### config.mk
export PLATFORM = sky130hd
export DESIGN_NAME = pd_div
export DESIGN_NICKNAME = d
export VERILOG_FILES = /design/src/rtl/pd_div.sv
export SDC_FILE = /design/constraint.sdc
export NUM_CORES = 1
export LEC_CHECK = 0
export ABC_CLOCK_PERIOD_IN_PS = 5200
export BUFFER_PORTS_ARGS = -buffer_cell sky130_fd_sc_hd__buf_4
export CAP_MARGIN = 10
export CORE_MARGIN = 5
export CORE_UTILIZATION = 55
export DETAILED_ROUTE_END_ITERATION = 10
export PLACE_DENSITY = 0.75
export SLEW_MARGIN = 25
export SYNTH_ARGS = -nofsm -noshare
export SYNTH_HDL_FRONTEND = slang
export SYNTH_SLANG_ARGS = --single-unit
### constraint.sdc
create_clock -name clk -period 5.2 [get_ports clk]
set_input_delay 1.04 -clock clk [delete_from_list [all_inputs] [get_ports clk]]
set_output_delay 1.04 -clock clk [all_outputs]
set_load 0.02 [all_outputs]
### src/rtl/pd_div.sv
// ----------------------------------------------------------------------------
// Polar decomposition serial divider
// Restoring divide, one quotient bit a cycle: cofactor * 2^F / determinant,
// truncated toward zero and saturated to the word range.
// ----------------------------------------------------------------------------
module pd_div #(
	parameter int W = 32,
	parameter int F = 16
) (
	input  logic                clk,
	input  logic                arst_n,
	input  logic                start,
	input  logic signed [W-1:0] n,
	input  logic signed [W-1:0] d,
	output logic                done,
	output logic signed [W-1:0] res
);
	localparam int N  = W + F;
	localparam int CW = $clog2(N + 1);
	localparam logic [N-1:0] LIM = ({{(N-1){1'b0}}, 1'b1} << (W - 1)) - 1'b1;
	localparam logic signed [W-1:0] WMAX = {1'b0, {(W-1){1'b1}}};
	localparam logic signed [W-1:0] WMIN = {1'b1, {(W-1){1'b0}}};

	logic [N-1:0]  num_q, quo_q;
	logic [W-1:0]  md_q, rem_q;
	logic [CW-1:0] cnt_q;
	logic          busy_q, neg_q;
	logic [W:0]    rsh;
	logic          ge;
	logic signed [W-1:0] fin;

	function automatic logic [W-1:0] mag(logic signed [W-1:0] v);
		return v[W-1] ? (~v + 1'b1) : v;
	endfunction

	assign rsh = {rem_q, num_q[N-1]};
	assign ge  = rsh >= {1'b0, md_q};

	always_comb begin
		if (quo_q > LIM) fin = neg_q ? WMIN : WMAX;
		else fin = neg_q ? -W'(quo_q) : W'(quo_q);
	end

	always_ff @(posedge clk or negedge arst_n) begin
		if (!arst_n) begin
			busy_q <= 1'b0;
			done   <= 1'b0;
			cnt_q  <= '0;
		end else begin
			done <= 1'b0;
			if (start) begin
				busy_q <= 1'b1;
				cnt_q  <= CW'(N);
			end else if (busy_q) begin
				if (cnt_q == '0) begin
					busy_q <= 1'b0;
					done   <= 1'b1;
				end else begin
					cnt_q <= cnt_q - 1'b1;
				end
			end
		end
	end

	always_ff @(posedge clk) begin
		if (start) begin
			num_q <= {mag(n), {F{1'b0}}};
			md_q  <= mag(d);
			neg_q <= n[W-1] ^ d[W-1];
			rem_q <= '0;
			quo_q <= '0;
		end else if (busy_q) begin
			if (cnt_q == '0) begin
				res <= fin;
			end else begin
				// remainder stays below the divisor, so W bits hold it
				rem_q <= ge ? W'(rsh - {1'b0, md_q}) : W'(rsh);
				quo_q <= {quo_q[N-2:0], ge};
				num_q <= num_q << 1;
			end
		end
	end
endmodule

Yosys cells after proc, flatten, opt, wreduce, memory -nomap -nowiden
Cells that the tools add are included.
- $add $sub $neg: 5
- magnitude comparators: 2
- equality and inequality tests: 1
- mux-type cells: 18
- bitwise operators: 5
- reductions and logical operators: 5
- operator list (operator ; number):
    2-to-1 mux 32 bit ; 5
    2-to-1 mux 48 bit ; 3
    adder 32 x 1 -> 32 bit, second input constant ; 2
    NOT 32 bit ; 2
    greater-than comparator 48 x 31 -> 1 bit, second input constant ; 1
    greater-or-equal comparator 33 x 32 -> 1 bit ; 1
    negation 32 bit ; 1
    subtractor 32 bit ; 1
    2-to-1 mux 31 bit ; 1
    2-to-1 mux 6 bit ; 3
    zero test 6 bit ; 1
    2-to-1 mux 1 bit ; 6
    subtractor 6 x 1 -> 6 bit, second input constant ; 1
    AND reduction 2 bit ; 2
    AND reduction 3 bit ; 1
    inequality test 2 bit, second input constant ; 1
    NOT 1 bit ; 2
    nonzero test 2 bit ; 1
    bitwise XOR 1 bit ; 1
- flip-flop bits (word level): 185
- bits of input ports: 67

Logic depth before layout (Yosys ltp)
- depth after elaboration: 4
- gate-level depth with buffers: 14
- gate-level depth less buffers: 12

Least setup slack after synthesis
OpenSTA, ideal clock, no wires.
- kind: input to register
- start point: input port start
- end point: register res[0] (enable)
- library setup time: 468 ps
- arrival: 3849 ps
- setup slack: 883 ps
- stages: 3
- buffers on the path: 2
- cell sequence: clkbuf_1 clkbuf_1 nor3b_1
- word-level cells in the longest chain between the ends: 2
- ends and longest elaborated chain (item ; line ; RTL):
    from (decl) ; 12 ; input logic start,
    NOT 1 bit (no source line) ; n/a ;
    AND reduction 3 bit (no source line) ; n/a ;
    to (signal assigned) ; 74 ; res <= fin;
    to (decl) ; 16 ; output logic signed [W-1:0] res
No other way between the ends.
A chain may end at the register's enable or synchronous reset.

Worst setup path after layout
- start point: input port d[1]
- end point: register md_q[29] (data pin)
- word-level cells in the longest chain between the ends: 3
- ends and longest elaborated chain (item ; line ; RTL):
    from (decl) ; 14 ; input logic signed [W-1:0] d,
    NOT 32 bit ; 33 ; return v[W-1] ? (~v + 1'b1) : v;
    adder 32 x 1 -> 32 bit ; 33 ;
    2-to-1 mux 31 bit ; 33 ;
    to (signal assigned) ; 68 ; md_q <= mag(d);
    to (decl) ; 25 ; logic [W-1:0] md_q, rem_q;
No other way between the ends.

==> results by group <==
STA
  • Worst slew margin: 44.5%
  • Final hold viol count: 0
  • Worst-case clock skew: 0.00845 ns
  • Max-slew violation count: 0
  • Worst Max-Slew Pin Slew: 0.825 ns
  • Fin crit share: about two thirds
  • RSZ-0062 raised after global routing: no
  • Setup_tns: 0 ns
  • Final setup viols: 0
  • Final Critical Period: 3.54 ns
  • Fmax: 282 MHz

Global routing
  • Vias in the first global route: 7941
  • First-pass GRT wire length: 37700 um
  • Grt ovf: 0
  • Largest net degree at the start of global routing: 59
  • All-Layer GR Usage: 20.6%
  • Initial antenna violation count: 0

Power
  • Max rail drop VDD: approximately 0.24 mV
  • Leakage power: 0.00490 uW
  • Power Dens Cells: about 360 nW/um^2

Clock tree
  • Number of CTS-inserted buffers: 17
  • Post-CTS Setup Bufs: 0
  • H-Tree Depth: 4
  • CTS tree: done
  • Clock Tree Buf Depth: 2
  • Post-CTS Resized: 0
  • Clock Latency Late Sink: 0.43 ns
  • Clock slew at reported path FFs: roughly 0.07 ns
  • Hold buffer count at cts: 0
  • Root Buffer: clkbuf_16
  • CTS Sinks: ~190

Critical path
  • Critical path buffers and inverters: 1
  • Reg2reg path depth: 8
  • CP cell instances: buf_4, or2_1, or4_4, nand2b_4, or3_4, or3_4, or2_1, or3_4, o31ai_4, xnor2_1
  • Crit-path slowest cell: or4_4
  • Critical path type: in -> reg
  • CP arrival: 3.72 ns
  • Slowest stage delay, CP: 0.45 ns
  • CP Data Required Time: 5.38 ns
  • R2r setup slk: 1.79 ns
  • Most used cell, CP: or3_4
  • CP Launch Type: primary input
  • Reg2reg end: res[29]
  • Critical Path Sink Type: flip-flop
  • Crit-path max FO: 4
  • Critical path's top delay family: simple AND/OR/NAND/NOR gates
  • Worst R2R Start: quo_q[38]

Floorplanning
  • Core ar.: roughly 19000 um^2
  • Rows: 50
  • Die height: 147 um
  • Die Wd: 147 um
  • Die ar.: 21600 um^2
  • # IOs: 100
  • Initial Util: 55.6%

Cells and area
  • Multi-input logic area: 5200 um^2
  • Most frequent cells in the layout: buf_4, nor2_1, a21oi_1, edfxtp_1, nand2_1
  • Final net count: ~1300
  • Finished Core Util: 63.5%
  • N_diodes: 0
  • Reg area: approximately 4700 um^2
  • Fillers: 1584
  • Layout area overhead: 14.2%
  • Commonest non-fill, non-tap cell in the layout: buf_4
  • Share of layout cells above drive strength 1: a little over an eighth

Logic synthesis
  • Avg Synthesized Cell Area: 9.39 um^2
  • Yosys reg bits: 185
  • Share of the yosys chip area belonging to registers: 45.6%
  • Post-synth EDFFs: 97
  • Async SR Flop Fraction: 4.32%
  • Distinct cells, synth: 64
  • Synth Instances: approximately 1100
  • Synth Net Count: 1206
  • Most used DFF post-synth: edfxtp_1
  • Mapped cell area: 10300 um^2
  • Synthesis Warnings: 0

Place
  • Routability congestion estimate from global placement: 0.889
  • DPL Wire Length: 15200 um
  • Buffers added on ports: 99

Drt
  • Antenna Nets Post-Route: 0
  • Drt first pass iters: 5
  • Vias: approximately 8300
  • WL per Instance: 15.5 um
  • Initial DRC count: roughly 750
  • Total Routed Length: 22000 um
  • Vias per cell: 5.88
  • DRC: 0

Run status
  • Run status: finished clean

Hold path
  • Hold/Removal Path Class: in -> async

Flow run
  • Max-cap violations: 0
## worst max path at each step
| stage | from | endpoint | slack [ns] | cells after the start |
|---|---|---|---|---|
| CTS | d[1] | md_q[29] | 1.67 | 10 |
| global route | quo_q[38] | res[29] | 1.52 | 8 |
| finish | d[1] | md_q[29] | 1.66 | 10 |
| detailed placement | d[1] | md_q[29] | 1.21 | 10 |
| floorplan | start | res[0] | 0.88 | 3 |
| global placement | d[1] | md_q[29] | 1.23 | 10 |
## logic make-up (layout without fill, tap and decap cells)
family / count (synthesis) / count (layout) / synth area share [%]
compound gates: 323 / 323 / 20.8
flops: 185 / 185 / 45.6
xor+xnor: 96 / 96 / 8.13
mux: 12 / 12 / 1.19
buf+inv: 119 / 201 / 4.32
simple gates: 328 / 328 / 15.3
fa+ha+maj: 38 / 38 / 4.67
## registers in the layout, indices dropped and copies added (netlist names)
signal and count:
quo_q 48, md_q 32, num_q 32, rem_q 32, res 32, cnt_q 6
busy_q 1, done 1, neg_q 1
## metrics by stage
stage	cell area, um^2	setup slack (ns)	instances	hold slack [ns]	total power [uW]
6_report	11800	1.66	1417	0.413	4220
3_5_place_dp	11200	1.21	1385	0.465	3000
3_3_place_gp	11200	1.23	1385	0.462	2980
5_1_grt	11800	1.52	1417	0.410	4470
4_1_cts	11800	1.67	1417	0.403	4230
2_1_floorplan	10300	0.883	1101	0.448	2730
## per-layer routing
metal / wire (um) / part of all wire (%) / track usage (%) / up-vias
met5: 0 / 0 / 0 / -
met4: 337 / 1.5 / 6.57 / 0
met3: 980 / 4.5 / 2.90 / 28
met2: 10500 / 48 / 34.4 / 218
met1: 10200 / 46 / 28.0 / 3898
li1: - / - / - / 4189
## synth_stat cells (5+ instances only)
library cell  number  area share [%]
or4_1             10            0.73
o311ai_0          10            0.85
o21a_1             5            0.36
a211oi_1          18             1.3
nor2_1           102             3.7
clkbuf_1          47             1.7
nor2b_1            5            0.30
a22o_1            43             3.6
a21oi_1           97             4.7
inv_1             60             2.2
dfrtp_1            8             1.9
xnor2_1           41             3.5
a32oi_1            9            0.76
nand4_1            9            0.54
nor4_1            11            0.67
and3_1             7            0.42
nand3_1           17            0.82
ha_1              37             4.5
a21o_1            15             1.1
buf_1             11            0.40
mux2i_1           10            0.97
a31oi_1            6            0.36
xor2_1            55             4.7
nand2_1           84             3.1
o22ai_1            9            0.54
o21ai_0           58             2.8
o41ai_1            6            0.51
nand2b_1          13            0.79
dfxtp_1           80              15
or3_1             18             1.1
o31ai_1           19             1.4
nor3_1            30             1.5
edfxtp_1          97              28
## worst reg2reg max path, stage by stage, from the launching register on
cell and delay [ns]:
dfxtp_1 0.32, nor4_1 0.34, nand4_1 0.15, or4_1 0.65
buf_4 0.33, nor4_1 0.74, a31oi_1 0.29, a21oi_1 0.23
xor2_1 0.09
## cell type report
| class | count | share of cell area, % |
|---|---|---|
| clock buffer | 19 | 3.88 |
| clock inverter | 13 | 0.774 |
| inverter | 61 | 1.94 |
| multi-input combinational | 797 | 44.1 |
| sequential | 185 | 39.9 |
| tap | 234 | 2.48 |
| timing repair buffer | 108 | 6.87 |
## power breakdown
group / internal (uW) / total [uW] / switching, uW / leakage (uW)
clock: 649 / 1220 / 570 / 0.000278
sequential: 1700 / 1790 / 86.0 / 0.00169
combinational: 502 / 1220 / 716 / 0.00294
Note: power is estimated with default switching activity, not from simulation.
