==> src/rtl/pd_mul.sv <==
// ----------------------------------------------------------------------------
// Polar decomposition shared multiplier
// Fixed point product from four half-width partial products, floor rounding,
// saturated to the word range.
// ----------------------------------------------------------------------------
module pd_mul #(
	parameter int W = 32,
	parameter int F = 16
) (
	input  logic                clk,
	input  logic                arst_n,
	input  logic                start,
	input  logic signed [W-1:0] a,
	input  logic signed [W-1:0] b,
	output logic                done,
	output logic signed [W-1:0] res
);
	localparam int H = (W + 1) / 2;
	localparam int L = 2 * H;
	localparam logic [2*L-1:0] LIM = ({{(2*L-1){1'b0}}, 1'b1} << (W - 1)) - 1'b1;
	localparam logic signed [W-1:0] WMAX = {1'b0, {(W-1){1'b1}}};
	localparam logic signed [W-1:0] WMIN = {1'b1, {(W-1){1'b0}}};

	logic [L-1:0]   x_q, y_q;
	logic           neg_q;
	logic [2*L-1:0] prod_q;
	logic [2:0]     cnt_q;
	logic           busy_q;
	logic [H-1:0]   xs, ys;
	logic [L-1:0]   pp;
	logic [2*L-1:0] pps, qv, qr;
	logic           rest;
	logic signed [W-1:0] fin;

	function automatic logic [L-1:0] mag(logic signed [W-1:0] v);
		logic [W-1:0] m;
		m = v[W-1] ? (~v + 1'b1) : v;
		return L'(m);
	endfunction

	assign xs  = cnt_q[0] ? x_q[L-1:H] : x_q[H-1:0];
	assign ys  = cnt_q[1] ? y_q[L-1:H] : y_q[H-1:0];
	assign pp  = {{H{1'b0}}, xs} * {{H{1'b0}}, ys};
	assign pps = {{L{1'b0}}, pp} << ((cnt_q[0] ? H : 0) + (cnt_q[1] ? H : 0));

	always_comb begin
		rest = |prod_q[F-1:0];
		qv = prod_q >> F;
		qr = qv + {{(2*L-1){1'b0}}, (neg_q && rest)};
		if (qr > LIM) fin = neg_q ? WMIN : WMAX;
		else fin = neg_q ? -W'(qr) : W'(qr);
	end

	always_ff @(posedge clk or negedge arst_n) begin
		if (!arst_n) begin
			busy_q <= 1'b0;
			done   <= 1'b0;
			cnt_q  <= '0;
		end else begin
			done <= 1'b0;
			if (start) begin
				busy_q <= 1'b1;
				cnt_q  <= '0;
			end else if (busy_q) begin
				if (cnt_q == 3'd4) begin
					busy_q <= 1'b0;
					done   <= 1'b1;
				end else begin
					cnt_q <= cnt_q + 3'd1;
				end
			end
		end
	end

	always_ff @(posedge clk) begin
		if (start) begin
			x_q    <= mag(a);
			y_q    <= mag(b);
			neg_q  <= a[W-1] ^ b[W-1];
			prod_q <= '0;
		end else if (busy_q) begin
			if (cnt_q == 3'd4) res <= fin;
			else prod_q <= prod_q + pps;
		end
	end
endmodule

==> config.mk <==
export PLATFORM = sky130hd
export DESIGN_NAME = pd_mul
export DESIGN_NICKNAME = d
export VERILOG_FILES = /design/src/rtl/pd_mul.sv
export SDC_FILE = /design/constraint.sdc
export NUM_CORES = 1
export LEC_CHECK = 0
export BUFFER_PORTS_ARGS = -buffer_cell sky130_fd_sc_hd__buf_2
export CORE_MARGIN = 4
export CORE_UTILIZATION = 41
export CTS_CLUSTER_DIAMETER = 60
export DETAILED_ROUTE_END_ITERATION = 10
export GPL_TIMING_DRIVEN = 0
export SKIP_CTS_REPAIR_TIMING = 1
export SLEW_MARGIN = 20
export SYNTH_ARGS = -nofsm -noshare
export SYNTH_HDL_FRONTEND = slang
export SYNTH_SLANG_ARGS = --single-unit
==> constraint.sdc <==
create_clock -name clk -period 10.9 [get_ports clk]
set_input_delay 2.18 -clock clk [delete_from_list [all_inputs] [get_ports clk]]
set_output_delay 2.18 -clock clk [all_outputs]
set_load 0.01 [all_outputs]
Word-level counts from Yosys, hierarchy flattened
Index checks and enable logic that the tools add are counted.
{"block": "word_totals", "ff_bits": 166, "in_bits": 67, "out_inout_bits": 33, "wordCells": 51}
{"block": "op_classes", "add_sub_neg": 7, "n_mul": 1, "magnitude_cmp": 1, "n_eq_ne": 2, "shifts": 1, "n_mux": 18, "bitwise": 5, "reduce_logical": 6}
{"cell": "two-way mux 32 bit", "count": 3}
{"cell": "adder 32 x 1 -> 32 bit, second input constant", "count": 2}
{"cell": "adder 64 bit", "count": 1}
{"cell": "inverter 32 bit", "count": 2}
{"cell": "left shift 32 x 6 -> 64 bit", "count": 1}
{"cell": "two-way mux 31 bit", "count": 2}
{"cell": "adder 48 x 1 -> 49 bit", "count": 1}
{"cell": "> comparator 49 x 31 -> 1 bit, second input constant", "count": 1}
{"cell": "multiplier 16 x 16 -> 32 bit", "count": 1}
{"cell": "two-way mux 16 bit", "count": 2}
{"cell": "negator 32 bit", "count": 1}
{"cell": "OR reduction 16 bit", "count": 1}
{"cell": "two-way mux 5 bit", "count": 2}
{"cell": "two-way mux 3 bit", "count": 3}
{"cell": "adder 5 x 5 -> 6 bit", "count": 1}
{"cell": "two-way mux 1 bit", "count": 6}
{"cell": "AND reduction 2 bit", "count": 2}
{"cell": "adder 3 x 1 -> 3 bit, second input constant", "count": 1}
{"cell": "equality test 3 bit, second input constant", "count": 1}
{"cell": "AND reduction 3 bit", "count": 1}
{"cell": "inequality test 2 bit, second input constant", "count": 1}
{"cell": "inverter 1 bit", "count": 2}
{"cell": "nonzero test 2 bit", "count": 1}
{"cell": "logical AND 1 bit", "count": 1}
{"cell": "bitwise XOR 1 bit", "count": 1}

Logic depth before layout (Yosys ltp)
{"block": "logic_depth", "word_depth": 6, "mapped_depth": 40, "mapped_depth_nobuf": 36}

Worst setup path after synthesis
No wires, ideal clock.
{"block": "synth_path", "path_type": "register to register", "start": "register cnt_q[0]", "end": "register prod_q[60]", "arrival_time_ns": 9.802, "required_ns": 10.783, "setup_slack_ns": 0.981, "path_stages_with_launch": 38, "synth_period_minus_slack_ns": 9.919, "path_cell_list": "dfrtp_1 > clkbuf_1 > buf_1 > clkbuf_1 > mux2i_1 > nor2_1 > fa_1 > inv_1 > fa_1 > fa_1 > inv_1 > fa_1 > fa_1 > inv_1 > fa_1 > inv_1 > ha_1 > a21o_1 > (+2 left out) > a31oi_1 > or2_2 > o221ai_1 > a21o_1 > a21oi_1 > mux2_2 > nor3_1 > ha_1 > a21o_1 > a21o_1 > a21oi_1 > o221ai_1 > a221oi_1 > o21a_1 > o31a_1 > nor3_1 > or3_1 > a32o_1"}
{"block": "synth_via", "elab_chain_len": 4, "elab_cells_between_ends": 9, "classes_between": "add/sub (2); mul (1); eq/ne (1); shift (1); mux (2); bitwise (1); reduce/logical (1)"}
{"element": "start, declared", "line": "27", "rtl": "logic [2:0] cnt_q;"}
{"element": "start signal, assigned", "line": "69", "rtl": "cnt_q <= cnt_q + 3'd1;"}
{"element": "two-way mux 16 bit or two-way mux 5 bit (tied branches)", "line": "41, 44"}
{"element": "multiplier 16 x 16 -> 32 bit or adder 5 x 5 -> 6 bit (tied branches)", "line": "43, 44"}
{"element": "left shift 32 x 6 -> 64 bit", "line": "44", "rtl": "assign pps = {{L{1'b0}}, pp} << ((cnt_q[0] ? H : 0) + (cnt_q[1] ? H : 0));"}
{"element": "adder 64 bit", "line": "83", "rtl": "else prod_q <= prod_q + pps;"}
{"element": "end signal, assigned", "line": "83"}
{"element": "end, declared", "line": "26", "rtl": "logic [2*L-1:0] prod_q;"}
Several ways; a longest one is shown, not always the timed one.
A chain may end at the register's enable or synchronous reset.

Final worst setup path
Same ends and word-level chain as after synthesis.

==> impl_metrics.json <==
{
  "status": "finished clean",
  "fp.dieH_um": 240.9,
  "setup_viol": 0,
  "clkTransAtPathRegs_ns": 0.08,
  "tightest_slew_ns": 1.005,
  "mostFrequentLayoutCell": "nand2_1",
  "min_to": "prod_q[12]",
  "drive_above_1_share_pct": 9.993,
  "clock-root-buffer": "clkbuf_16",
  "wirelength_um": 71470,
  "multi_input_area_um2": 16750,
  "reg2regPathDepth": 37,
  "cts_sinks": 166,
  "dp_hpwl_um": 59130,
  "dpl_cell_area_um2": 23650,
  "cts_tree": "built",
  "hold_path.class": "reg -> reg",
  "die_w_um": 240.9,
  "drv_cap": 0,
  "cp_common_cell": "fa_1",
  "vias": 19930,
  "ys_seq_area_share_pct": 19.43,
  "die_area_um2": 58010,
  "slew-limit-headroom_pct": 31.07,
  "io_pins": 100,
  "required_ns": 11.30,
  "crit_path_start_kind": "flip-flop",
  "final_cell_mix": "340 x nand2_1, 273 x inv_1, 260 x nor2_1",
  "drtIter0Drc": 1361,
  "core_area_um2": 53710,
  "clock_latency_ns": 0.51,
  "overflow": 0,
  "ff2ff_setup_slack_ns": 0.29,
  "avgSynthCellArea_um2": 8.360,
  "seq_area_um2": 4319,
  "r2r-start": "cnt_q[0]",
  "fill_cells": 5172,
  "synthToLayoutAreaGrowth_pct": 11.44,
  "cts_buffers": 17,
  "drtPass1Iterations": 5,
  "gp_congestion": 0.9988,
  "async_flop_share_pct": 3.012,
  "synthFlopType": "edfxtp_1",
  "final_util_pct": 46.13,
  "ys_ff_latch": 166,
  "finalCriticalPeriod_ns": 10.61,
  "fmax_mhz": 94.26,
  "r2r_end": "prod_q[60]",
  "timing.setup.tns_ns": 0,
  "hold_start": "prod_q[12]",
  "endpoint_kind": "flip-flop",
  "grt_max_degree": 67,
  "via_per_inst": 5.680,
  "grt_pass1_vias": 19890,
  "antenna_left": 0,
  "synth_area_um2": 22230,
  "hold_violations": 0,
  "crit_arrival_ns": 11.01,
  "syn_nets": 3096,
  "clock_skew_ns": 0.01502,
  "holdPathStages": 2,
  "portBuffers": 99,
  "final_cell_area_um2": 24770,
  "slowest_delay_ns": 0.55,
  "crit_slowest_cell": "fa_1",
  "fp-row-count": 85,
  "period_share_pct": 97.33,
  "synth_edf_count": 97,
  "wl_per_cell_um": 20.37,
  "cp_max_fo": 10,
  "antenna_found_initial": 0,
  "cts_buffer_depth": 2,
  "yosys_warnings": 0,
  "grt_pass1_wl_um": 110900,
  "worstSetupPathType": "reg -> reg",
  "initial_core_util_pct": 41.39,
  "htreeDepth": 4,
  "ys_types": 78,
  "nNetsFinal": 3236,
  "drc": 0,
  "synth_cells": 2659,
  "antennaDiodeCount": 0,
  "grt_util_all_layers_pct": 24.55,
  "drv_slew": 0
}
-- worst max-delay path: cells and delay by family (launching register included) --
| family | cells | cell delay (ns) |
|---|---|---|
| adders and majority gates | 8 | 3.85 |
| buffers and inverters | 7 | 0.93 |
| DFF | 1 | 0.38 |
| AOI/OAI and AO/OA | 14 | 3.19 |
| muxes | 2 | 0.80 |
| and+or+nand+nor | 6 | 1.33 |
-- state kept, by name (all words and copies together) (netlist names) --
| signal | flops |
|---|---|
| prod_q | 64 |
| res | 32 |
| x_q | 32 |
| y_q | 32 |
| cnt_q | 3 |
| busy_q | 1 |
| done | 1 |
| neg_q | 1 |
-- routing by layer --
metal  part of all wire [%]  GRT usage [%]  vias up
met5                      0              0        -
met4                    5.1          11.13        0
met3                    4.8          3.394      168
met2                     49          43.22      653
met1                     41          29.98     9642
li1                       -              -     9463
-- cell usage after synthesis (40+ instances only) --
cell,count,area (um^2)
xor2_1,58,508.0
dfxtp_1,64,1281
nand3_1,57,285.3
nand4_1,40,250.2
fa_1,195,3904
o21ai_0,91,455.4
nor2_1,260,975.9
ha_1,175,2190
nor3_1,44,220.2
edfxtp_1,97,2913
a21oi_1,148,740.7
xnor2_1,129,1130
a21o_1,68,510.5
mux2i_1,42,420.4
nand2_1,340,1276
clkbuf_1,90,337.8
inv_1,273,1025
-- through the flow --
stage,hold WS [ns],cells,setup WS (ns)
floorplan,0.4488,2659,0.9811
global placement,0.4664,3454,-1.890
detailed placement,0.4779,3458,-1.394
CTS,0.4881,3490,-1.457
global route,0.4980,3508,-0.09716
finish,0.4892,3508,0.2909
-- worst max-delay path by stage --
stage / cells past startpoint / start / slack, ns / end
after floorplan: 37 / cnt_q[0] / 0.98 / prod_q[60]
after global placement: 37 / cnt_q[0] / -1.89 / prod_q[57]
after detailed placement: 37 / cnt_q[0] / -1.39 / prod_q[63]
after CTS: 37 / cnt_q[0] / -1.46 / prod_q[63]
after global routing: 37 / cnt_q[0] / -0.1 / prod_q[60]
final: 37 / cnt_q[0] / 0.29 / prod_q[60]
-- logic make-up (layout without fill, tap and decap cells) --
kind of cell	count (synthesis)	count (layout)	synth area share, %
and+or+nand+nor	929	929	19.36
AOI/OAI and AO/OA	546	546	16.16
buffers and inverters	385	538	6.664
adders and majority gates	370	370	27.41
xor gates and xnor gates	187	187	7.368
DFF	166	166	19.43
muxes	76	76	3.613
-- area by class of cell --
type                            count  area share [%]
Buffer                            109           2.005
Clock buffer                       17           1.717
Clock inverter                     15          0.8081
Inverter                          273           4.136
Multi-Input combinational cell   2108           67.61
Sequential cell                   166           17.43
Tap cell                          696           3.515
Timing Repair Buffer              124           2.778
Power is not shown: default switching activity piles up to over one toggle a cycle in this logic, so the estimate is an artifact.
